==> src/uefu_ram.sv <==
// generic single-port-write, single-port-read ram with registered read
`default_nettype none

module uefu_ram #(
  parameter int WIDTH = 8,
  parameter int DEPTH = 16
) (
  input  wire logic                     clk_i,
  input  wire logic                     we_i,
  input  wire logic [$clog2(DEPTH)-1:0] waddr_i,
  input  wire logic [WIDTH-1:0]         wdata_i,
  input  wire logic                     re_i,
  input  wire logic [$clog2(DEPTH)-1:0] raddr_i,
  output logic      [WIDTH-1:0]         rdata_o
);

  logic [WIDTH-1:0] mem_q [DEPTH];

  always_ff @(posedge clk_i) begin
    if (we_i) begin
      mem_q[waddr_i] <= wdata_i;
    end
    if (re_i) begin
      rdata_o <= mem_q[raddr_i];
    end
  end

endmodule

`default_nettype wire

==> config.mk <==
export PLATFORM = sky130hd
export DESIGN_NAME = uefu_ram
export DESIGN_NICKNAME = d
export VERILOG_FILES = /design/src/uefu_ram.sv
export SDC_FILE = /design/constraint.sdc
export NUM_CORES = 1
export LEC_CHECK = 0
export BUFFER_PORTS_ARGS = -buffer_cell sky130_fd_sc_hd__buf_4
export CORE_MARGIN = 3
export CORE_UTILIZATION = 61
export DETAILED_ROUTE_END_ITERATION = 6
export PLACE_DENSITY = 0.79
export SETUP_SLACK_MARGIN = 0.02
export SYNTH_ARGS = -nofsm -noshare
export SYNTH_HDL_FRONTEND = slang
export SYNTH_SLANG_ARGS = --single-unit
==> constraint.sdc <==
create_clock -name clk_i -period 3.2 [get_ports clk_i]
set_clock_uncertainty 0.1 [all_clocks]
set_input_delay 0.64 -clock clk_i [delete_from_list [all_inputs] [get_ports clk_i]]
set_output_delay 0.64 -clock clk_i [all_outputs]
set_load 0.05 [all_outputs]
==> Word level (Yosys, flattened, before mapping) <==
Memories as Yosys holds them, arrays and structs flattened. A register that Yosys moved wholly into a read port is not among the register bits.
Cells that the tools add are included.
{ "word_totals": {"regBits": 0, "latchBits": 0, "ram_bits": 128, "rom_bits": 0, "input_bits": 19, "output_inout_bits": 8, "wordCells": 3, "n_memories": 1} }
{ "mem_list": {"columns": ["memory", "words", "width", "read_ports", "rd_ports_with_merged_regs", "write_ports", "line_no", "rtl"], "rows": [
  ["mem_q", 16, 8, 1, 1, 1, "17", "logic [WIDTH-1:0] mem_q [DEPTH];"]
]} }
{ "classes": {"n_addsub": 0, "mul": 0, "n_div": 0, "magnitude_cmp": 0, "n_eq_ne": 0, "n_shift": 0, "n_mux": 2, "bitwise": 0, "n_reduce_logical": 0} }
{ "op_table": {"columns": ["operator", "n"], "rows": [
  ["$mux W1", 2]
]} }

==> Longest topological paths before layout <==
{ "logic_depth": {"ltp_word": 2, "ltp_mapped": 5, "ltp_nobuf": 3} }

==> Worst setup path before layout <==
OpenSTA, ideal clock, no wires.
{ "synth_path": {"kind": "input-to-reg", "startpoint": "input waddr_i[2]", "endpoint": "memory mem_q[0][0] (enable)", "setup_time_ns": 0.383, "arrival_time_ns": 1.750, "required_ns": 2.717, "path_slack_ns": 0.967, "stages": 2, "n_path_buf": 0, "cell_sequence": "or3b_2 > nor3_1"} }
{ "synth_rtl": {"columns": ["element", "line_no", "rtl"], "rows": [
  ["start: declaration", "10", "input wire logic [$clog2(DEPTH)-1:0] waddr_i,"],
  ["end: declaration", "17", null]
]} }
No word-level cell before the write port.

==> results.md <==
- Sum Neg Setup Slack: 0 ns
- Final #Nets: ~290
- Cell repeated most along the worst path: buf_4
- Cell taking the most area after synthesis: edfxtp_1
- Mapped Cells: 229
- Boundary pin count: 27
- Final Max Tran Viols: 0
- Yosys reg bits: between 100 and 150
- Vias/cell: about 6.4
- Worst skew pair latency: roughly 0.51 ns
- Syn_nets: roughly 250
- VDD IR-drop max: 496.3 µV
- Area Overhead vs Synth: 17.81%
- DR iter-0 viols: between 200 and 250
- Largest family of logic cells by synthesized area: multiplexers
- Status: finished clean
- Final Critical Period: 2.063 ns
- Compound-Gate Fraction of Synth Area: under 10%
- Longest Clk Path Bufs: 2
- Router iterations before antenna repair: 4
- Cells along the critical path: buf_4 > buf_4 > mux4_1 > a22oi_1 > nand2_1
- Rows: 33
- CTS tree: done
- Worst slew margin: between 40 and 50%
- Synth Area in Simple Gates: approximately 3.1%
- Total Die Area: 0.009716 mm²
- H-tree levels: 4
- Number of global-route vias before repair: ~2600
- Total of max-cap violations: 0
- Initial Util: 63.30%
- CP Launch Type: input port
- Worst Reg-to-Reg Cells: 3
- Max stage delay on crit path: between 0.5 and 0.6 ns
- Leakage power: 2.078 nW
- WHS: between 0.3 and 0.4 ns
- Antenna-violating nets left: 0
- RSZ-0062 raised after global routing: no
- First-pass GRT wire length: between 15000 and 20000 µm
- Worst reg2reg startpoint: mem_q[10][2]
- Final WL: about 10000 µm
- Vias: 2491
- Post-synthesis xor/xnor area fraction: 0%
- Worst path top cell family by delay: buffers and inverters
- Final period util: 64.46%
- Core Box Area: around 0.0083 mm²
- Syn Std Cell Area: 0.005228 mm²
- Total gr overflow: 0
- Largest net degree at the start of global routing: 33
- Die extent in y: around 100 µm
- Initial antenna violation count: 0
- PortBufs: 26
- Mux cell area share after synthesis: around 15%
- Setup bufs post-CTS: 0
- Drt wl/cell: ~26 µm
- Register area share after synthesis: 78.12%
- Critical Path RT: 3.35 ns
- CTS root buf: clkbuf_8
- Antenna cells: 0
- Worst-margin pin slew: between 0.8 and 0.9 ns
- Top cell type's share of synthesized area: slightly below 80%
- Num CTS Buffers: 17
- Hold Crit Depth: 1
- Detailed placer's ending HPWL: 5851 µm
- Drt drc: 0
- Synth warn: 0
- Layout cells sized above 1: ~29%
- Setup violations, final: 0
- Adder-Cell Fraction of Synth Area: 0%
- Pwr dens: 693.5 mW/mm²
- Clock transition at the registers of the reported paths: ~0.06 ns
- Fmax: 484.8 MHz
- WS Path Type: input port to flip-flop
- Syn avg cell area: between 20 and 25 µm²
- R2R setup slack: ~1.5 ns
- GP Congestion: 0.6972
- CP Max Fanout: 25
- Hold-fix buffers at CTS: 0
- Slowest cell on crit path: mux4_1
- Buf/Inv on CP: 2
- Hold path startpoint: re_i
- Data arrival time of the critical path: 2.21 ns
- DIE WIDTH: 98.57 µm
- CTS resizes: 0
- Netlist cell types: 18
- CP endpoint kind: flip-flop
- Top cells by area, synth: edfxtp_1, mux4_2, mux4_1
- Final Hold Vio Count: 0
- Worst Hold Class: input port to flip-flop
- Tot GR Track Use: between 20% and 30%
- FF-to-FF End: rdata_o[2]
- Hold Path End: rdata_o[7]
- Clk sink count: around 140
[synthesized netlist by cell type (all sizes together)]
master	number
clkdlybuf4s25	3
or3b	1
and2b	1
mux4	32
nand2b	2
edfxtp	136
buf	7
nand3b	2
nor2b	1
nor3	4
nor2	13
a22oi	16
nand3	1
nand2	9
and2	1
[layout make-up]
cell class,instances,area (µm²)
multi-input cells,83,1057
flip-flops and latches,136,4084
clock buffers,18,417.9
repair buffers,35,262.8
well taps,105,131.4
fillers,451,2100
clock inverters,14,205.2
[power breakdown]
part / internal, mW / leakage [nW] / switching (mW)
registers: 2.01 / 1.24 / 0.0121
logic: 0.0838 / 0.542 / 0.131
clock network: 1.34 / 0.300 / 0.702
[how the worst max path moves through the flow]
stage | start | end | slack (ns) | cells after the start
after floorplan | waddr_i[2] | mem_q[0][0] | 0.97 | 2
after global placement | raddr_i[0] | rdata_o[0] | 0.68 | 5
after detailed placement | raddr_i[0] | rdata_o[2] | 0.67 | 5
after CTS | raddr_i[0] | rdata_o[2] | 1.16 | 5
after global routing | raddr_i[0] | rdata_o[2] | 1.08 | 5
final | raddr_i[0] | rdata_o[2] | 1.14 | 5
[kinds of logic (layout without fill, tap and decap cells)]
group / after synthesis / after routing
AO/OA/AOI/OAI: 16 / 16
flip-flops: 136 / 136
buffers and inverters: 10 / 67
multiplexers: 32 / 32
AND/OR/NAND/NOR: 35 / 35
[per-stage QoR]
step	cell area [µm²]	worst slack (ns)	power [mW]	instances	utilization (%)
finish	6158	1.137	4.271	391	74.58
CTS	6158	1.162	4.296	391	74.58
global placement	5535	0.6813	2.262	359	67.03
global route	6158	1.084	4.383	391	74.58
floorplan	5228	0.9671	2.184	229	-
detailed placement	5535	0.6708	2.269	359	67.03
[layout by cell type (no fill, tap or decap)]
master        n
clkinvlp_4    2
clkbuf_16    16
nor2_1       13
edfxtp_1    136
clkbuf_1      1
buf_4        35
nand2b_1      2
and2_1        1
clkinv_1      2
or3b_2        1
clkinv_2      3
a22oi_1      16
clkbuf_8      1
nor2b_1       1
nand3b_1      2
mux4_2       18
nor3_1        4
nand2_1       9
bufinv_16     5
nand3_1       1
clkinv_4      2
mux4_1       14
and2b_1       1
[worst register-to-register path, cell delays in order (launching register included)]
cell and delay, ns:
edfxtp_1 0.38, mux4_1 0.52, a22oi_1 0.29, nand2_1 0.11
[per-layer routing]
metal	GRT usage (%)	part of all wire [%]	vias to the layer above
li1	-	-	1069
met1	32.50	40	1274
met2	33.39	49	126
met3	6.865	7.8	22
met4	9.244	2.4	0
met5	0	0	-
[state kept, by name, indices dropped and copies added (netlist names)]
name     flops
mem_q      128
rdata_o      8
(Power assumes the default switching activity.)
