[src/uefu_pkg.sv]
// types, constants and helper functions of the edge event filter
`default_nettype none

package uefu_pkg;

  localparam int TABLE_ENTRIES = 1024;
  localparam int VERTEX_BITS   = 20;

  localparam int VTX_W   = 20;
  localparam int TS_W    = 48;
  localparam int KEY_W   = 2 * VERTEX_BITS;
  localparam int IDX_W   = $clog2(TABLE_ENTRIES);
  localparam int IDXP_W  = IDX_W + 1;
  localparam int CNT_W   = $clog2(TABLE_ENTRIES + 1);
  localparam int TDATA_W = ((2 * VTX_W + TS_W + 7) / 8) * 8;

  localparam int IN_TUSER_W  = 1;
  localparam int OUT_TUSER_W = 3;

  // output tuser bit positions
  localparam int USR_EMIT = 0;
  localparam int USR_KIND = 1;
  localparam int USR_FULL = 2;

  localparam logic KIND_DEL = 1'b0;
  localparam logic KIND_INS = 1'b1;

  typedef logic [KEY_W-1:0] key_t;
  typedef logic [IDX_W-1:0] idx_t;

  // used marks a slot that once held an edge, so a probe chain stops at a never-used slot
  typedef struct packed {
    logic used;
    logic valid;
    key_t key;
  } entry_t;

  localparam int ENT_W = $bits(entry_t);

  typedef struct packed {
    logic done;
    logic found;
    logic free_ok;
    idx_t slot;
    idx_t free_slot;
  } probe_rsp_t;

  function automatic key_t make_key(input logic [VTX_W-1:0] a, input logic [VTX_W-1:0] b);
    logic [VERTEX_BITS-1:0] va;
    logic [VERTEX_BITS-1:0] vb;
    va = VERTEX_BITS'(a);
    vb = VERTEX_BITS'(b);
    return {va, vb};
  endfunction

  // xor fold of the key onto the index, then one wrap into the table range
  function automatic idx_t hash_idx(input key_t k);
    logic [IDX_W-1:0]  h;
    logic [IDXP_W-1:0] hx;
    h = '0;
    for (int i = 0; i < KEY_W; i++) begin
      h[i % IDX_W] = h[i % IDX_W] ^ k[i];
    end
    hx = {1'b0, h};
    if (hx >= IDXP_W'(TABLE_ENTRIES)) begin
      hx = hx - IDXP_W'(TABLE_ENTRIES);
    end
    return hx[IDX_W-1:0];
  endfunction

  function automatic idx_t next_idx(input idx_t i);
    return (i == IDX_W'(TABLE_ENTRIES - 1)) ? '0 : i + IDX_W'(1);
  endfunction

endpackage

`default_nettype wire

[src/uefu_probe.sv]
// linear probe unit: walks the hash chain of one key, one slot per cycle
`default_nettype none

module uefu_probe (
  input  wire logic                clk_i,
  input  wire logic                rst_ni,
  input  wire logic                start_i,
  input  wire uefu_pkg::key_t      key_i,
  output logic                     rd_en_o,
  output uefu_pkg::idx_t           rd_addr_o,
  input  wire uefu_pkg::entry_t    rd_data_i,
  output uefu_pkg::probe_rsp_t     rsp_o
);

  import uefu_pkg::*;

  typedef enum logic {
    P_IDLE,
    P_SCAN
  } probe_state_e;

  probe_state_e state_q;
  idx_t         addr_q;
  idx_t         cnt_q;
  idx_t         slot_q;
  idx_t         free_slot_q;
  logic         free_ok_q;
  logic         found_q;
  logic         done_q;

  logic hit;
  logic stop;
  idx_t start_addr;

  assign start_addr = hash_idx(key_i);
  assign hit        = rd_data_i.valid && (rd_data_i.key == key_i);
  // a never-used slot ends the chain, and so does a full lap of the table
  assign stop       = !rd_data_i.used || (cnt_q == IDX_W'(TABLE_ENTRIES - 1));

  always_comb begin
    rd_en_o   = 1'b0;
    rd_addr_o = addr_q;
    unique case (state_q)
      P_IDLE: begin
        rd_en_o   = start_i;
        rd_addr_o = start_addr;
      end
      P_SCAN: begin
        rd_en_o   = !hit && !stop;
        rd_addr_o = next_idx(addr_q);
      end
      default: begin
        rd_en_o = 1'b0;
      end
    endcase
  end

  always_ff @(posedge clk_i or negedge rst_ni) begin
    if (!rst_ni) begin
      state_q   <= P_IDLE;
      done_q    <= 1'b0;
      found_q   <= 1'b0;
      free_ok_q <= 1'b0;
      cnt_q     <= '0;
    end else begin
      unique case (state_q)
        P_IDLE: begin
          done_q <= 1'b0;
          if (start_i) begin
            addr_q    <= start_addr;
            cnt_q     <= '0;
            free_ok_q <= 1'b0;
            found_q   <= 1'b0;
            state_q   <= P_SCAN;
          end
        end
        P_SCAN: begin
          // first free slot on the chain is where an insertion lands
          if (!rd_data_i.valid && !free_ok_q) begin
            free_ok_q   <= 1'b1;
            free_slot_q <= addr_q;
          end
          if (hit) begin
            found_q <= 1'b1;
            slot_q  <= addr_q;
            done_q  <= 1'b1;
            state_q <= P_IDLE;
          end else if (stop) begin
            found_q <= 1'b0;
            done_q  <= 1'b1;
            state_q <= P_IDLE;
          end else begin
            addr_q <= next_idx(addr_q);
            cnt_q  <= cnt_q + IDX_W'(1);
          end
        end
        default: begin
          state_q <= P_IDLE;
        end
      endcase
    end
  end

  assign rsp_o = '{done:      done_q,
                   found:     found_q,
                   free_ok:   free_ok_q,
                   slot:      slot_q,
                   free_slot: free_slot_q};

endmodule

`default_nettype wire

[config.mk]
export PLATFORM = sky130hd
export DESIGN_NAME = uefu_probe
export DESIGN_NICKNAME = d
export VERILOG_FILES = /design/src/uefu_pkg.sv /design/src/uefu_probe.sv
export SDC_FILE = /design/constraint.sdc
export NUM_CORES = 1
export LEC_CHECK = 0
export BUFFER_PORTS_ARGS = -buffer_cell sky130_fd_sc_hd__buf_2
export CORE_MARGIN = 5
export CORE_UTILIZATION = 52
export CTS_CLUSTER_DIAMETER = 40
export DETAILED_ROUTE_END_ITERATION = 10
export PLACE_DENSITY_LB_ADDON = 0.1
export SYNTH_ARGS = -nofsm -noshare
export SYNTH_HDL_FRONTEND = slang
export SYNTH_SLANG_ARGS = --single-unit
[constraint.sdc]
create_clock -name clk_i -period 4.95 [get_ports clk_i]
set_input_delay 0.2475 -clock clk_i [delete_from_list [all_inputs] [get_ports clk_i]]
set_output_delay 0.2475 -clock clk_i [all_outputs]
set_load 0.01 [all_outputs]
======== Word level (Yosys, flattened, before mapping) ========
Cells that the tools add are included.
storage, ports and cells
  bits in registers ....................... 44
  bits of input ports ..................... 85
  output and inout bits ................... 34
  logic and storage cells ................. 88
operators by class
  add/sub/neg operators ................... 2
  eq/ne operators ......................... 8
  muxes and demuxes ....................... 24
  bitwise operators ....................... 31
  reductions and logical operators ........ 15
operators with widths
  kind                                           count
  two-way mux 10 bit                             7
  one-hot mux 10 bit (2 select lines)            3
  equality test 40 bit                           1
  bitwise XOR 1 bit                              30
  adder 10 x 1 -> 10 bit, second input constant  2
  equality test 10 bit, second input constant    2
  one-hot mux 1 bit (2 select lines)             5
  two-way mux 1 bit                              9
  AND reduction 3 bit                            3
  != test 2 bit, second input constant           3
  logical NOT 1 bit                              5
  AND reduction 2 bit                            2
  AND reduction 4 bit                            1
  logical AND 1 bit                              3
  != test 3 x 1 -> 1 bit, second input constant  1
  != test 2 x 1 -> 1 bit, second input constant  1
  logical OR 1 bit                               1
  inverter 1 bit                                 1

======== Depth between registers and ports, before layout ========
Gate-level depths: netlist (run 1).
  depth after elaboration ................. 5
  gate-level depth with buffers ........... 8
  mapped depth without buffers ............ 7

======== Worst setup path before layout (run 1) ========
No wires, ideal clock.
  kind .................................... input -> register
  start ................................... input key_i[32]
  end ..................................... register addr_q[0] (enable)
  setup time .............................. 288 ps
  data arrival time ....................... 1942 ps
  data required time ...................... 4662 ps
  slack ................................... 2721 ps
  cell stages on the path ................. 7
  buffers on the path ..................... 1
  cells stage by stage .................... xor2_1 or4_4 nor4_2 and4_1 buf_6 o21ai_2 and2_1
between the ends
  word-level cells in the longest chain between the ends .. 4
ends and longest elaborated chain
  what                                  RTL line          source
  from (decl)                           uefu_probe.sv:8   input wire uefu_pkg::key_t key_i,
  equality test 40 bit                  uefu_probe.sv:36  assign hit = rd_data_i.valid && (rd_data_i.key == key_i);
  logical AND 1 bit                     uefu_probe.sv:36
  != test 2 bit (no source line)        -
  AND reduction 4 bit (no source line)  -
  to (signal assigned)                  uefu_probe.sv:70  addr_q <= start_addr;
  to (signal assigned)                  uefu_probe.sv:93  addr_q <= next_idx(addr_q);
  to (decl)                             uefu_probe.sv:23  idx_t addr_q;
No other way between the ends.
A chain may end at the register's enable or synchronous reset.

======== Worst setup path in the final report (run 1) ========
  start ................................... register addr_q[0]
  end ..................................... output rd_addr_o[9]
between the ends
  word-level cells in the longest chain between the ends .. 3
  elaborated cells on any way between the ends .. 4
  those cells by class .................... 1 x add/sub; 1 x eq/ne; 2 x mux
ends and longest elaborated chain
  what                                                            RTL line          source
  adder 10 x 1 -> 10 bit or equality test 10 bit (tied branches)  uefu_pkg.sv:72    return (i == IDX_W'(TABLE_ENTRIES - 1)) ? '0 : i + IDX_W'(1);
  two-way mux 10 bit (*)                                          uefu_pkg.sv:72
  one-hot mux 10 bit (2 select lines) (*)                         uefu_probe.sv:43  unique case (state_q)
  to (decl)                                                       uefu_probe.sv:10  output uefu_pkg::idx_t rd_addr_o,
Every way passes the cells marked *; elsewhere a longest branch is shown, timed or not.

==> results of run 1 <==
[per-layer routing]
layer | vias to the layer above | wire, um
met5 | - | 0
met2 | 122 | 3220
li1 | 1165 | -
met4 | 0 | 97
met3 | 10 | 651
met1 | 1028 | 2800
[state kept, by name (all words and copies together) (netlist names)]
register,count
found_q,1
slot_q,10
state_q,1
done_q,1
free_ok_q,1
cnt_q,10
free_slot_q,10
addr_q,10
[repair_timing]
action	in CTS	in global routing
hold buffers	1	0
endpoints found under the hold margin	14	0
buffers inserted	0	0
[worst max-delay path, stage by stage, from the launching register on]
cell,delay (ps)
sky130_fd_sc_hd__edfxtp_1,470
sky130_fd_sc_hd__ha_1,260
sky130_fd_sc_hd__and3_1,210
sky130_fd_sc_hd__and3_1,210
sky130_fd_sc_hd__and3_1,210
sky130_fd_sc_hd__nand3_1,80
sky130_fd_sc_hd__nand2_1,170
sky130_fd_sc_hd__o22ai_1,310
sky130_fd_sc_hd__buf_2,190
[cells in the final DEF (no fill, tap or decap), types with 2 or more instances in the layout]
master                     instances
sky130_fd_sc_hd__buf_2           118
sky130_fd_sc_hd__xnor2_1          51
sky130_fd_sc_hd__edfxtp_1         30
sky130_fd_sc_hd__xor2_1           26
sky130_fd_sc_hd__nand3_1          14
sky130_fd_sc_hd__dfrtp_1          14
sky130_fd_sc_hd__nor2_1           11
sky130_fd_sc_hd__nand4_1          11
sky130_fd_sc_hd__nand2_1          10
sky130_fd_sc_hd__o22ai_1           8
sky130_fd_sc_hd__inv_1             8
sky130_fd_sc_hd__nand2b_1          7
sky130_fd_sc_hd__nor4_1            7
sky130_fd_sc_hd__a21oi_1           6
sky130_fd_sc_hd__clkbuf_8          6
sky130_fd_sc_hd__and3_1            4
sky130_fd_sc_hd__or4_1             4
sky130_fd_sc_hd__o21ai_0           4
sky130_fd_sc_hd__nor3_1            3
sky130_fd_sc_hd__or3_1             2
sky130_fd_sc_hd__o31ai_1           2
sky130_fd_sc_hd__a31oi_1           2
sky130_fd_sc_hd__ha_1              2
[where the power goes]
part	internal, mW	total, mW	switching (mW)
Sequential	0.427	0.457	0.0291
Clock	0.165	0.280	0.115
Combinational	0.114	0.250	0.136
[cell type report]
type	count	area (um2)
Fill cell	430	1610
Multi-Input combinational cell	196	1400
Sequential cell	44	1250
Timing Repair Buffer	120	608
Tap cell	70	87.6
Clock buffer	6	82.6
Clock inverter	2	38.8
Inverter	8	30.0
[worst paths after layout]
kind	depth (start not counted)	endpoint	slack, ps	from
hold reg to reg	1	done_q	490	done_q
min in group asynchronous	2	cnt_q[1]	390	rst_ni
setup / recovery	8	rd_addr_o[9]	2300	addr_q[0]
max in group asynchronous	2	cnt_q[2]	4310	rst_ni
setup reg to reg	3	addr_q[1]	2540	state_q
hold / removal	2	free_ok_q	190	rd_data_i[40]
[cell families (layout without fill, tap and decap cells)]
| group | Yosys count | count (layout) |
|---|---|---|
| AND/OR/NAND/NOR | 83 | 83 |
| XOR/XNOR | 77 | 77 |
| flip-flops | 44 | 44 |
| AO/OA/AOI/OAI | 33 | 33 |
| buffers and inverters | 15 | 136 |
| adder cells (fa/ha/maj) | 2 | 2 |
| multiplexers | 1 | 1 |
==> qor.json, run 1 <==
{
  "grt.busiest_layer": {"value": "met2"},
  "yosys.area_share.xor_xnor": {"value": 24.6, "unit": "%"},
  "postSynthAreaPerCell": {"value": 10.7, "unit": "um2"},
  "grtUsageMet3": {"value": 5.42, "unit": "%"},
  "worst-endpoint-required": {"value": 4700, "unit": "ps"},
  "synth_ff_type": {"value": "sky130_fd_sc_hd__edfxtp_1"},
  "dp.cells": {"value": 437},
  "worst_ir_drop_vdd": {"value": 0.131, "unit": "mV"},
  "antenna_violating_nets_post_route": {"value": 0},
  "clock_sinks": {"value": 44},
  "routed_wire_length_per_instance": {"value": 15.2, "unit": "um"},
  "max_cap_viol_count": {"value": 0},
  "place_congestion": {"value": 0.896},
  "die-width": {"value": 82.5, "unit": "um"},
  "outcome": {"value": "complete, no violations"},
  "synth_async_sr_flop_share": {"value": 31.8, "unit": "%"},
  "fin_tns_setup": {"value": 0, "unit": "ps"},
  "global_route.usage.met1": {"value": 25.5, "unit": "%"},
  "clk_transition_reported_paths": {"value": 80, "unit": "ps"},
  "post_cts_resized": {"value": 0},
  "dieArea": {"value": 6810, "unit": "um2"},
  "hold_viol_final": {"value": 0},
  "nets": {"value": 462},
  "tritoncts": {"value": "built"},
  "io_pins": {"value": 119},
  "detailroute.via_count": {"value": 2325},
  "yosys.area_share.adder": {"value": 0.914, "unit": "%"},
  "simple_logic_cell_fraction_of_the_synthesized_area": {"value": 17.3, "unit": "%"},
  "timing_worst_setup_path_type": {"value": "flop to output port"},
  "detail_route.first_pass.iterations": {"value": 4},
  "layout_cells_sized_above_1": {"value": 35.4, "unit": "%"},
  "clock_tree.htree_level_count": {"value": 2},
  "timing.hold.worst.class": {"value": "input port to flop"},
  "first_global_vias": {"value": 2335},
  "placed_cell_area": {"value": 3370, "unit": "um2"},
  "startpoint_type": {"value": "flop"},
  "period_share": {"value": 53.5, "unit": "%"},
  "leakage": {"value": 1.42, "unit": "nW"},
  "final-setup-viol-count": {"value": 0},
  "cts-root-buf": {"value": "sky130_fd_sc_hd__clkbuf_8"},
  "synth_largest_area_cell": {"value": "sky130_fd_sc_hd__edfxtp_1"},
  "synth_commonest_cells": {"value": "sky130_fd_sc_hd__xnor2_1, sky130_fd_sc_hd__edfxtp_1, sky130_fd_sc_hd__xor2_1"},
  "hold_slack": {"value": 185, "unit": "ps"},
  "final_core_density": {"value": 68.5, "unit": "%"},
  "detail_route.drc_violations": {"value": 0},
  "largest_family_of_logic_cells_by_synthesized_area": {"value": "XOR/XNOR gates"},
  "grt_pass1_wl": {"value": 10600, "unit": "um"},
  "area.growth.synth_to_final": {"value": 27.9, "unit": "%"},
  "core_region_area": {"value": 5110, "unit": "um2"},
  "warning_count_from_the_yosys_run": {"value": 0},
  "slew_limit_fails": {"value": 0},
  "route.final.wire_length": {"value": 6770, "unit": "um"},
  "stdcell_area": {"value": 3500, "unit": "um2"},
  "area_of_the_mapped_netlist": {"value": 2740, "unit": "um2"},
  "rsz0062_at_grt": {"value": "no"},
  "setup.worst_path.end_class": {"value": "output port"},
  "post-place-ws": {"value": 2350, "unit": "ps"},
  "synth.net_count": {"value": 342},
  "post_drt_via_cell_ratio": {"value": 5.21},
  "ys_seq_area_share": {"value": 45.7, "unit": "%"},
  "postLayoutSetupSlackWorst": {"value": 2300, "unit": "ps"},
  "maxSlewHeadroom": {"value": 43.1, "unit": "%"},
  "timing.critical_path.arrival": {"value": 2400, "unit": "ps"},
  "post_synth_main_area_contributors": {"value": "sky130_fd_sc_hd__edfxtp_1, sky130_fd_sc_hd__xnor2_1, sky130_fd_sc_hd__dfrtp_1"},
  "synth.area.mux_share": {"value": 0.366, "unit": "%"},
  "mapped_cells": {"value": 255},
  "final_cell_count_no_fill": {"value": 446},
  "place.detailed.hpwl": {"value": 5720, "unit": "um"},
  "initial_drc_count": {"value": 161},
  "synth.most_common_cell": {"value": "sky130_fd_sc_hd__xnor2_1"},
  "grtUsageTotal": {"value": 20.7, "unit": "%"},
  "share_of_the_synthesized_area_in_the_top_cell_type": {"value": 32.9, "unit": "%"},
  "synth-seq-cells": {"value": 44},
  "antenna_violations_before_repair": {"value": 0},
  "max_slew.worst_pin.slew": {"value": 851, "unit": "ps"},
  "synth_compound_gate_area_share": {"value": 8.00, "unit": "%"},
  "post-route-min-period": {"value": 2650, "unit": "ps"},
  "worstPathMaxFanout": {"value": 7},
  "std_cell_rows": {"value": 26},
  "cts-buffers-inserted": {"value": 5},
  "achievable-frequency": {"value": 0.377, "unit": "GHz"},
  "clockBufferDepth": {"value": 2},
  "grt_max_degree": {"value": 23},
  "power_density": {"value": 282, "unit": "nW/um2"},
  "fp.dieH": {"value": 82.5, "unit": "um"},
  "synth.distinct_cells": {"value": 46},
  "fin_total_pwr": {"value": 0.986, "unit": "mW"},
  "grt-ovfl-total": {"value": 0},
  "floorplan.initialDensity": {"value": 53.6, "unit": "%"},
  "io_buffers": {"value": 118},
  "clock_insertion_delay_worst_skew": {"value": 290, "unit": "ps"},
  "synth-edff-count": {"value": 30},
  "clock-skew-final": {"value": 9.30, "unit": "ps"},
  "global_route.usage.met2": {"value": 34.7, "unit": "%"},
  "antenna_cells": {"value": 0}
}
No activity file was read; power rests on OpenSTA's default activity.
==> inputs of run 2 (changes only) <==
Settings changed: ABC_AREA set to 1, CORE_UTILIZATION 52 to 46.
Clock period 4.95 ns to 2.12 ns, I/O delays scaled along.
==> qor.json, run 2 <==
{
  "clock_sinks": {"value": 44, "change": "unchanged"},
  "warning_count_from_the_yosys_run": {"value": 0, "change": "unchanged"},
  "post-route-min-period": {"value": 2040, "unit": "ps"},
  "synth-edff-count": {"value": 30, "change": "unchanged"},
  "routed_wire_length_per_instance": {"value": 13.2, "unit": "um", "change": "-13%"},
  "final_cell_mix": {"value": "sky130_fd_sc_hd__nand2_1, sky130_fd_sc_hd__buf_2, sky130_fd_sc_hd__inv_1"},
  "clockBufferDepth": {"value": 2, "change": "unchanged"},
  "final-setup-viol-count": {"value": 0, "change": "unchanged"},
  "detail_route.first_pass.iterations": {"value": 4, "change": "unchanged"},
  "post_drt_via_cell_ratio": {"value": 4.68, "change": "-10%"},
  "postSynthAreaPerCell": {"value": 6.86, "unit": "um2", "change": "-36%"},
  "tritoncts": {"value": "built"},
  "floorplan.initialDensity": {"value": 46.9, "unit": "%", "change": "-6.6 points"},
  "final_cell_count_no_fill": {"value": 725, "change": "+63%"},
  "maxSlewHeadroom": {"value": 71.8, "unit": "%", "change": "+29 points"},
  "fin_total_pwr": {"value": 2.31, "unit": "mW", "change": "+130%"},
  "hold_viol_final": {"value": 0, "change": "unchanged"},
  "die-width": {"value": 95.6, "unit": "um", "change": "+16%"},
  "cts-root-buf": {"value": "sky130_fd_sc_hd__clkbuf_8"},
  "critPathBufInv": {"value": 1, "change": "unchanged"},
  "antenna_violations_before_repair": {"value": 2, "change": "+2"},
  "detail_route.drc_violations": {"value": 0, "change": "unchanged"},
  "crit_chain": {"value": "ha_2 > nand3_2 > nor2_2 > nand3_1 > nor2_2 > nand3_2 > nand2_2 > o22ai_1 > buf_2"},
  "clock_insertion_delay_worst_skew": {"value": 290, "unit": "ps", "change": "about the same"},
  "area_of_the_mapped_netlist": {"value": 3370, "unit": "um2", "change": "+23%"},
  "layout_cells_sized_above_1": {"value": 25.6, "unit": "%", "change": "-9.8 points"},
  "fp.dieH": {"value": 95.6, "unit": "um", "change": "+16%"},
  "timing_worst_setup_path_type": {"value": "flop to output port"},
  "layout.cells.most_common": {"value": "sky130_fd_sc_hd__nand2_1"},
  "setup.worst_path.end_class": {"value": "output port"},
  "final_core_density": {"value": 60.1, "unit": "%", "change": "-8.4 points"},
  "ys_seq_area_share": {"value": 37.1, "unit": "%", "change": "-8.6 points"},
  "worst_ir_drop_vdd": {"value": 0.217, "unit": "mV", "change": "+65%"},
  "grt_pass1_wl": {"value": 15000, "unit": "um", "change": "+42%"},
  "std_cell_rows": {"value": 31, "change": "+19%"},
  "synth_async_sr_flop_share": {"value": 31.8, "unit": "%", "change": "unchanged"},
  "mapped_cells": {"value": 491, "change": "+93%"},
  "antenna_violating_nets_post_route": {"value": 0, "change": "unchanged"},
  "dieArea": {"value": 9130, "unit": "um2", "change": "+34%"},
  "clk_transition_reported_paths": {"value": 80, "unit": "ps", "change": "about the same"},
  "achievable-frequency": {"value": 0.489, "unit": "GHz"},
  "timing.critical_path.arrival": {"value": 1940, "unit": "ps", "change": "-460 ps"},
  "grt-ovfl-total": {"value": 0, "change": "unchanged"},
  "synth.most_common_cell": {"value": "sky130_fd_sc_hd__nand2_1"},
  "max_slew.worst_pin.slew": {"value": 423, "unit": "ps", "change": "-428 ps"},
  "critical-path-max-stage-delay": {"value": 390, "unit": "ps", "change": "-80 ps"},
  "share_of_the_synthesized_area_in_the_top_cell_type": {"value": 26.7, "unit": "%", "change": "-6.2 points"},
  "cts-buffers-inserted": {"value": 5, "change": "unchanged"},
  "timing.critical_path.slowest_stage_cell": {"value": "sky130_fd_sc_hd__edfxtp_1"},
  "synth.net_count": {"value": 578, "change": "+69%"},
  "outcome": {"value": "complete, no violations"},
  "detailroute.via_count": {"value": 3393, "change": "+46%"},
  "leakage": {"value": 2.41, "unit": "nW", "change": "+70%"},
  "post-place-ws": {"value": 195, "unit": "ps", "change": "-2150 ps"},
  "dp.cells": {"value": 706, "change": "+62%"},
  "initial_drc_count": {"value": 96, "change": "-40%"},
  "postLayoutSetupSlackWorst": {"value": 75.8, "unit": "ps", "change": "-2220 ps"},
  "timing.hold.worst.class": {"value": "input port to flop"},
  "startpoint_type": {"value": "flop"},
  "route.final.wire_length": {"value": 9580, "unit": "um", "change": "+42%"},
  "synth_ff_type": {"value": "sky130_fd_sc_hd__edfxtp_1"},
  "hold_slack": {"value": 171, "unit": "ps", "change": "-14.5 ps"},
  "nets": {"value": 712, "change": "+54%"},
  "area.growth.synth_to_final": {"value": 28.1, "unit": "%"},
  "synth-seq-cells": {"value": 44, "change": "unchanged"},
  "io_buffers": {"value": 118, "change": "unchanged"},
  "grt_max_degree": {"value": 19, "change": "-17%"},
  "max_cap_viol_count": {"value": 0, "change": "unchanged"},
  "clock_tree.htree_level_count": {"value": 2, "change": "unchanged"},
  "synth_largest_area_cell": {"value": "sky130_fd_sc_hd__edfxtp_1"},
  "io_pins": {"value": 119, "change": "unchanged"},
  "synth.distinct_cells": {"value": 30, "change": "-35%"},
  "grtUsageTotal": {"value": 21.3, "unit": "%", "change": "+0.66 points"},
  "first_global_vias": {"value": 3296, "change": "+41%"},
  "place.detailed.hpwl": {"value": 8070, "unit": "um", "change": "+41%"},
  "synth_commonest_cells": {"value": "sky130_fd_sc_hd__nand2_1, sky130_fd_sc_hd__inv_1, sky130_fd_sc_hd__nor2_1"},
  "post_synth_main_area_contributors": {"value": "sky130_fd_sc_hd__edfxtp_1, sky130_fd_sc_hd__nand2_1, sky130_fd_sc_hd__inv_1"},
  "clock-skew-final": {"value": 10.3, "unit": "ps", "change": "+1.01 ps"},
  "worstPathMaxFanout": {"value": 4, "change": "-3"},
  "worst-endpoint-required": {"value": 2010, "unit": "ps", "change": "-2690 ps"},
  "worst-r2r-setup-slack": {"value": 120, "unit": "ps", "change": "-2420 ps"},
  "critical_path.top_delay_family": {"value": "simple AND/OR/NAND/NOR gates"},
  "core_region_area": {"value": 7180, "unit": "um2", "change": "+40%"},
  "slew_limit_fails": {"value": 0, "change": "unchanged"},
  "period_share": {"value": 96.4, "unit": "%"},
  "place_congestion": {"value": 0.930, "change": "+3.9%"},
  "power_density": {"value": 534, "unit": "nW/um2", "change": "+90%"}
}
[run 2: cell count changes after synthesis, moves of 6 or more]
| cell | before | now |
|---|---|---|
| sky130_fd_sc_hd__nand2b_1 | 7 | 0 |
| sky130_fd_sc_hd__nand3_1 | 14 | 25 |
| sky130_fd_sc_hd__xor2_1 | 26 | 20 |
| sky130_fd_sc_hd__nor4_1 | 7 | 0 |
| sky130_fd_sc_hd__xnor2_1 | 51 | 23 |
| sky130_fd_sc_hd__nor2_1 | 11 | 47 |
| sky130_fd_sc_hd__o21ai_0 | 4 | 18 |
| sky130_fd_sc_hd__nand2_1 | 10 | 163 |
| sky130_fd_sc_hd__inv_1 | 8 | 102 |
[run 2: per-layer routing]
layer | up-vias | GRT usage (%) | part of all wire (%)
met5 | - | 0 | 0
met4 | 0 | 9.72 | 3.9
met3 | 28 | 4.03 | 6.5
met1 | 1483 | 24.4 | 40
li1 | 1766 | - | -
met2 | 116 | 38.2 | 50
[run 2: layout make-up]
| type | count | area [um2] |
|---|---|---|
| Fill cell | 706 | 2860 |
| Multi-Input combinational cell | 337 | 1750 |
| Sequential cell | 44 | 1250 |
| Timing Repair Buffer | 134 | 726 |
| Inverter | 103 | 389 |
| Tap cell | 99 | 124 |
| Clock buffer | 5 | 68.8 |
| Clock inverter | 2 | 7.51 |
| Antenna cell | 1 | 2.50 |
[run 2: kinds of logic after synthesis]
family | count (synthesis) | synth area share, %
DFF | 44 | 37.1
and+or+nand+nor | 261 | 32.4
xor gates and xnor gates | 43 | 11.2
buffers and inverters | 110 | 13.3
adders and majority gates | 2 | 0.743
AOI/OAI and AO/OA | 31 | 5.16
[run 2: timing repair]
item | in CTS | in global routing
hold buffers | 1 | 0
hold endpoints to repair | 14 | 0
setup endpoints to repair | 7 | 19
resized for setup | 2 | 18
setup buffers | 1 | 10
cloned | 0 | 0
pin swaps | 0 | 8
[run 2: where the power goes]
group	switching, mW	internal (mW)
Clock	0.258	0.218
Combinational	0.432	0.318
Sequential	0.0756	1.00
[run 2: through the flow]
| stage | TNS (ps) | cell area (um2) |
|---|---|---|
| after global routing | -267 | 4320 |
| after CTS | -9.73 | 4170 |
| after detailed placement | 0 | 4070 |
| after floorplan | 0 | 3370 |
| final | 0 | 4320 |
| after global placement | 0 | 4070 |
[run 2: path summary, 6_finish.rpt]
path | startpoint | end | cells after the start
worst min register to register | done_q | done_q | 2
min in group asynchronous | rst_ni | cnt_q[4] | 3
worst max-delay path | addr_q[0] | rd_addr_o[0] | 9
worst min-delay path | rd_data_i[40] | free_ok_q | 4
worst max register to register | cnt_q[1] | addr_q[9] | 12
max in group asynchronous | rst_ni | state_q | 3
[run 2: worst min-delay path: cells and delay by family]
kind,cells,cell delay [ps]
simple gates,1,80
buf+inv,2,150
compound gates,1,80
==> inputs of run 3 (changes only) <==
Settings changed: CAP_MARGIN set to 15, CORE_UTILIZATION 46 to 30, SETUP_SLACK_MARGIN set to 0.3.
==> qor.json, run 3 (synthesis gave the netlist of run 2 again) <==
{
  "outcome": {"value": "complete, no violations"},
  "filler_cell_count": {"value": 1135, "change": "+61%"},
  "cp-startpoint": {"value": "cnt_q[0]"},
  "core_region_area": {"value": 10900, "unit": "um2", "change": "+52%"},
  "worst-endpoint-required": {"value": 2130, "unit": "ps", "change": "+120 ps"},
  "cp-endpoint": {"value": "addr_q[5]"},
  "final_cell_mix": {"value": "sky130_fd_sc_hd__nand2_1, sky130_fd_sc_hd__buf_2, sky130_fd_sc_hd__inv_1"},
  "critPathBufInv": {"value": 3, "change": "+2"},
  "clockBufferDepth": {"value": 2, "change": "unchanged"},
  "post-place-ws": {"value": 189, "unit": "ps", "change": "-6.35 ps"},
  "antenna_cells": {"value": 0, "change": "-1"},
  "antenna_violating_nets_post_route": {"value": 0, "change": "unchanged"},
  "grtUsageTotal": {"value": 16.3, "unit": "%", "change": "-5.0 points"},
  "io_pins": {"value": 119, "change": "unchanged"},
  "power_density": {"value": 590, "unit": "nW/um2", "change": "+10%"},
  "crit_chain": {"value": "ha_2 > nand3_4 > nor2_4 > nand3_4 > nor2_4 > nand2_2 > nand3_2 > inv_2 > nand2_4 > buf_6 > a21oi_4 > clkbuf_16"},
  "reg2reg_from": {"value": "cnt_q[0]"},
  "clk_transition_reported_paths": {"value": 60, "unit": "ps", "change": "-20 ps"},
  "post_drt_via_cell_ratio": {"value": 4.45, "change": "-4.8%"},
  "dieArea": {"value": 13400, "unit": "um2", "change": "+47%"},
  "slew_limit_fails": {"value": 0, "change": "unchanged"},
  "worstPathMaxFanout": {"value": 5, "change": "+1"},
  "period_share": {"value": 90.8, "unit": "%", "change": "-5.6 points"},
  "floorplan.initialDensity": {"value": 30.8, "unit": "%", "change": "-16 points"},
  "worst_ir_drop_vdd": {"value": 0.417, "unit": "mV", "change": "+93%"},
  "place_congestion": {"value": 0.826, "change": "-11%"},
  "clock_tree.htree_level_count": {"value": 2, "change": "unchanged"},
  "route.final.wire_length": {"value": 11100, "unit": "um", "change": "+16%"},
  "std_cell_rows": {"value": 38, "change": "+23%"},
  "post-route-min-period": {"value": 1930, "unit": "ps", "change": "-118 ps"},
  "layout_cells_sized_above_1": {"value": 29.6, "unit": "%", "change": "+4.0 points"},
  "critical_path.top_delay_family": {"value": "simple AND/OR/NAND/NOR gates"},
  "setup.worst_path.end_class": {"value": "flop"},
  "max_slew.worst_pin.slew": {"value": 334, "unit": "ps", "change": "-88.5 ps"},
  "startpoint_type": {"value": "flop"},
  "hold_viol_final": {"value": 0, "change": "unchanged"},
  "detailroute.via_count": {"value": 3509, "change": "+3.4%"},
  "worst-r2r-setup-slack": {"value": 190, "unit": "ps", "change": "+70 ps"},
  "place.detailed.hpwl": {"value": 9020, "unit": "um", "change": "+12%"},
  "achievable-frequency": {"value": 0.519, "unit": "GHz", "change": "+6.1%"},
  "leakage": {"value": 2.59, "unit": "nW", "change": "+7.4%"},
  "routed_wire_length_per_instance": {"value": 14.1, "unit": "um", "change": "+7.1%"},
  "detail_route.drc_violations": {"value": 0, "change": "unchanged"},
  "timing.hold.worst.class": {"value": "input port to flop"},
  "cts-buffers-inserted": {"value": 5, "change": "unchanged"},
  "reg2regPathDepth": {"value": 12, "change": "unchanged"},
  "fp.dieH": {"value": 116, "unit": "um", "change": "+21%"},
  "grt_pass1_wl": {"value": 17000, "unit": "um", "change": "+13%"},
  "grt-ovfl-total": {"value": 0, "change": "unchanged"},
  "clock_sinks": {"value": 44, "change": "unchanged"},
  "postLayoutSetupSlackWorst": {"value": 194, "unit": "ps", "change": "+118 ps"},
  "tritoncts": {"value": "built"},
  "max_cap_viol_count": {"value": 0, "change": "unchanged"},
  "final-setup-viol-count": {"value": 0, "change": "unchanged"},
  "initial_drc_count": {"value": 174, "change": "+81%"},
  "cts-root-buf": {"value": "sky130_fd_sc_hd__clkbuf_16"},
  "io_buffers": {"value": 118, "change": "unchanged"},
  "worst-path-stages": {"value": 12, "change": "+3"},
  "first_global_vias": {"value": 3420, "change": "+3.8%"},
  "rsz0062_at_grt": {"value": "yes"},
  "timing_worst_setup_path_type": {"value": "flop to flop"},
  "area.growth.synth_to_final": {"value": 40.6, "unit": "%"},
  "rr_endpoint": {"value": "addr_q[5]"},
  "timing.critical_path.arrival": {"value": 1930, "unit": "ps", "change": "about the same"},
  "critical-path-max-stage-delay": {"value": 390, "unit": "ps", "change": "about the same"},
  "maxSlewHeadroom": {"value": 77.7, "unit": "%", "change": "+5.9 points"},
  "detail_route.first_pass.iterations": {"value": 5, "change": "+1"},
  "nets": {"value": 734, "change": "+3.1%"},
  "antenna_violations_before_repair": {"value": 0, "change": "-2"},
  "final_core_density": {"value": 43.3, "unit": "%", "change": "-17 points"},
  "clock-skew-final": {"value": 5.20, "unit": "ps", "change": "-5.11 ps"},
  "fin_total_pwr": {"value": 2.79, "unit": "mW", "change": "+21%"},
  "timing.critical_path.slowest_stage_cell": {"value": "sky130_fd_sc_hd__dfrtp_1"},
  "fin_tns_setup": {"value": 0, "unit": "ps", "change": "unchanged"},
  "die-width": {"value": 116, "unit": "um", "change": "+21%"},
  "clock_insertion_delay_worst_skew": {"value": 290, "unit": "ps", "change": "about the same"},
  "layout.cells.most_common": {"value": "sky130_fd_sc_hd__nand2_1"},
  "grt_max_degree": {"value": 15, "change": "-4"}
}
-- run 3: layout make-up --
type | instances | area, um2 | share of cell area (%)
Multi-Input combinational cell | 337 | 1830 | 38.7
Sequential cell | 44 | 1250 | 26.4
Timing Repair Buffer | 156 | 930 | 19.6
Inverter | 103 | 387 | 8.16
Tap cell | 140 | 175 | 3.70
Clock buffer | 5 | 125 | 2.64
Clock inverter | 3 | 37.5 | 0.792
-- run 3: worst register-to-register path, delay by kind of cell (launching register included) --
| kind | cells | cell delay [ps] |
|---|---|---|
| buf+inv | 3 | 410 |
| simple gates | 7 | 430 |
| compound gates | 1 | 200 |
| fa+ha+maj | 1 | 220 |
| flops | 1 | 390 |
-- run 3: what timing repair did --
| action | CTS | global route |
|---|---|---|
| cloned | 0 | 1 |
| pin swaps | 11 | 10 |
| resized for setup | 23 | 16 |
| endpoints found under the hold margin | 14 | 0 |
| hold buffers | 1 | 0 |
| setup endpoints to repair | 25 | 34 |
| setup buffers | 20 | 10 |
-- run 3: power breakdown --
group	internal, mW	switching [mW]	leakage (nW)
Combinational	0.379	0.493	2.04
Clock	0.547	0.309	0.0789
Sequential	1.01	0.0611	0.463
Total	1.93	0.863	2.59
-- run 3: stage by stage --
step / instances / area [um2] / hold WS, ps
finish: 788 / 4740 / 175
global route: 788 / 4740 / 258
CTS: 777 / 4570 / 186
detailed placement: 748 / 4140 / 87.1
global placement: 748 / 4140 / 92.9
floorplan: 491 / 3390 / -190
-- run 3: how the worst min path moves through the flow --
stage             startpoint        end  slack [ps]  cells after the start
3_5_place_dp          rst_ni   cnt_q[0]          90                      2
6_report       rd_data_i[40]  free_ok_q         170                      4
2_1_floorplan         rst_ni   cnt_q[0]        -190                      0
3_3_place_gp          rst_ni   cnt_q[2]          90                      2
4_1_cts        rd_data_i[40]  free_ok_q         190                      4
5_1_grt        rd_data_i[40]  free_ok_q         260                      4
-- run 3: layer usage --
| layer | GRT usage (%) | routed length, um | vias up |
|---|---|---|---|
| li1 | - | - | 1812 |
| met1 | 21.5 | 4950 | 1550 |
| met2 | 27.3 | 5220 | 131 |
| met3 | 2.66 | 738 | 16 |
| met4 | 5.18 | 235 | 0 |
| met5 | 0 | 0 | - |
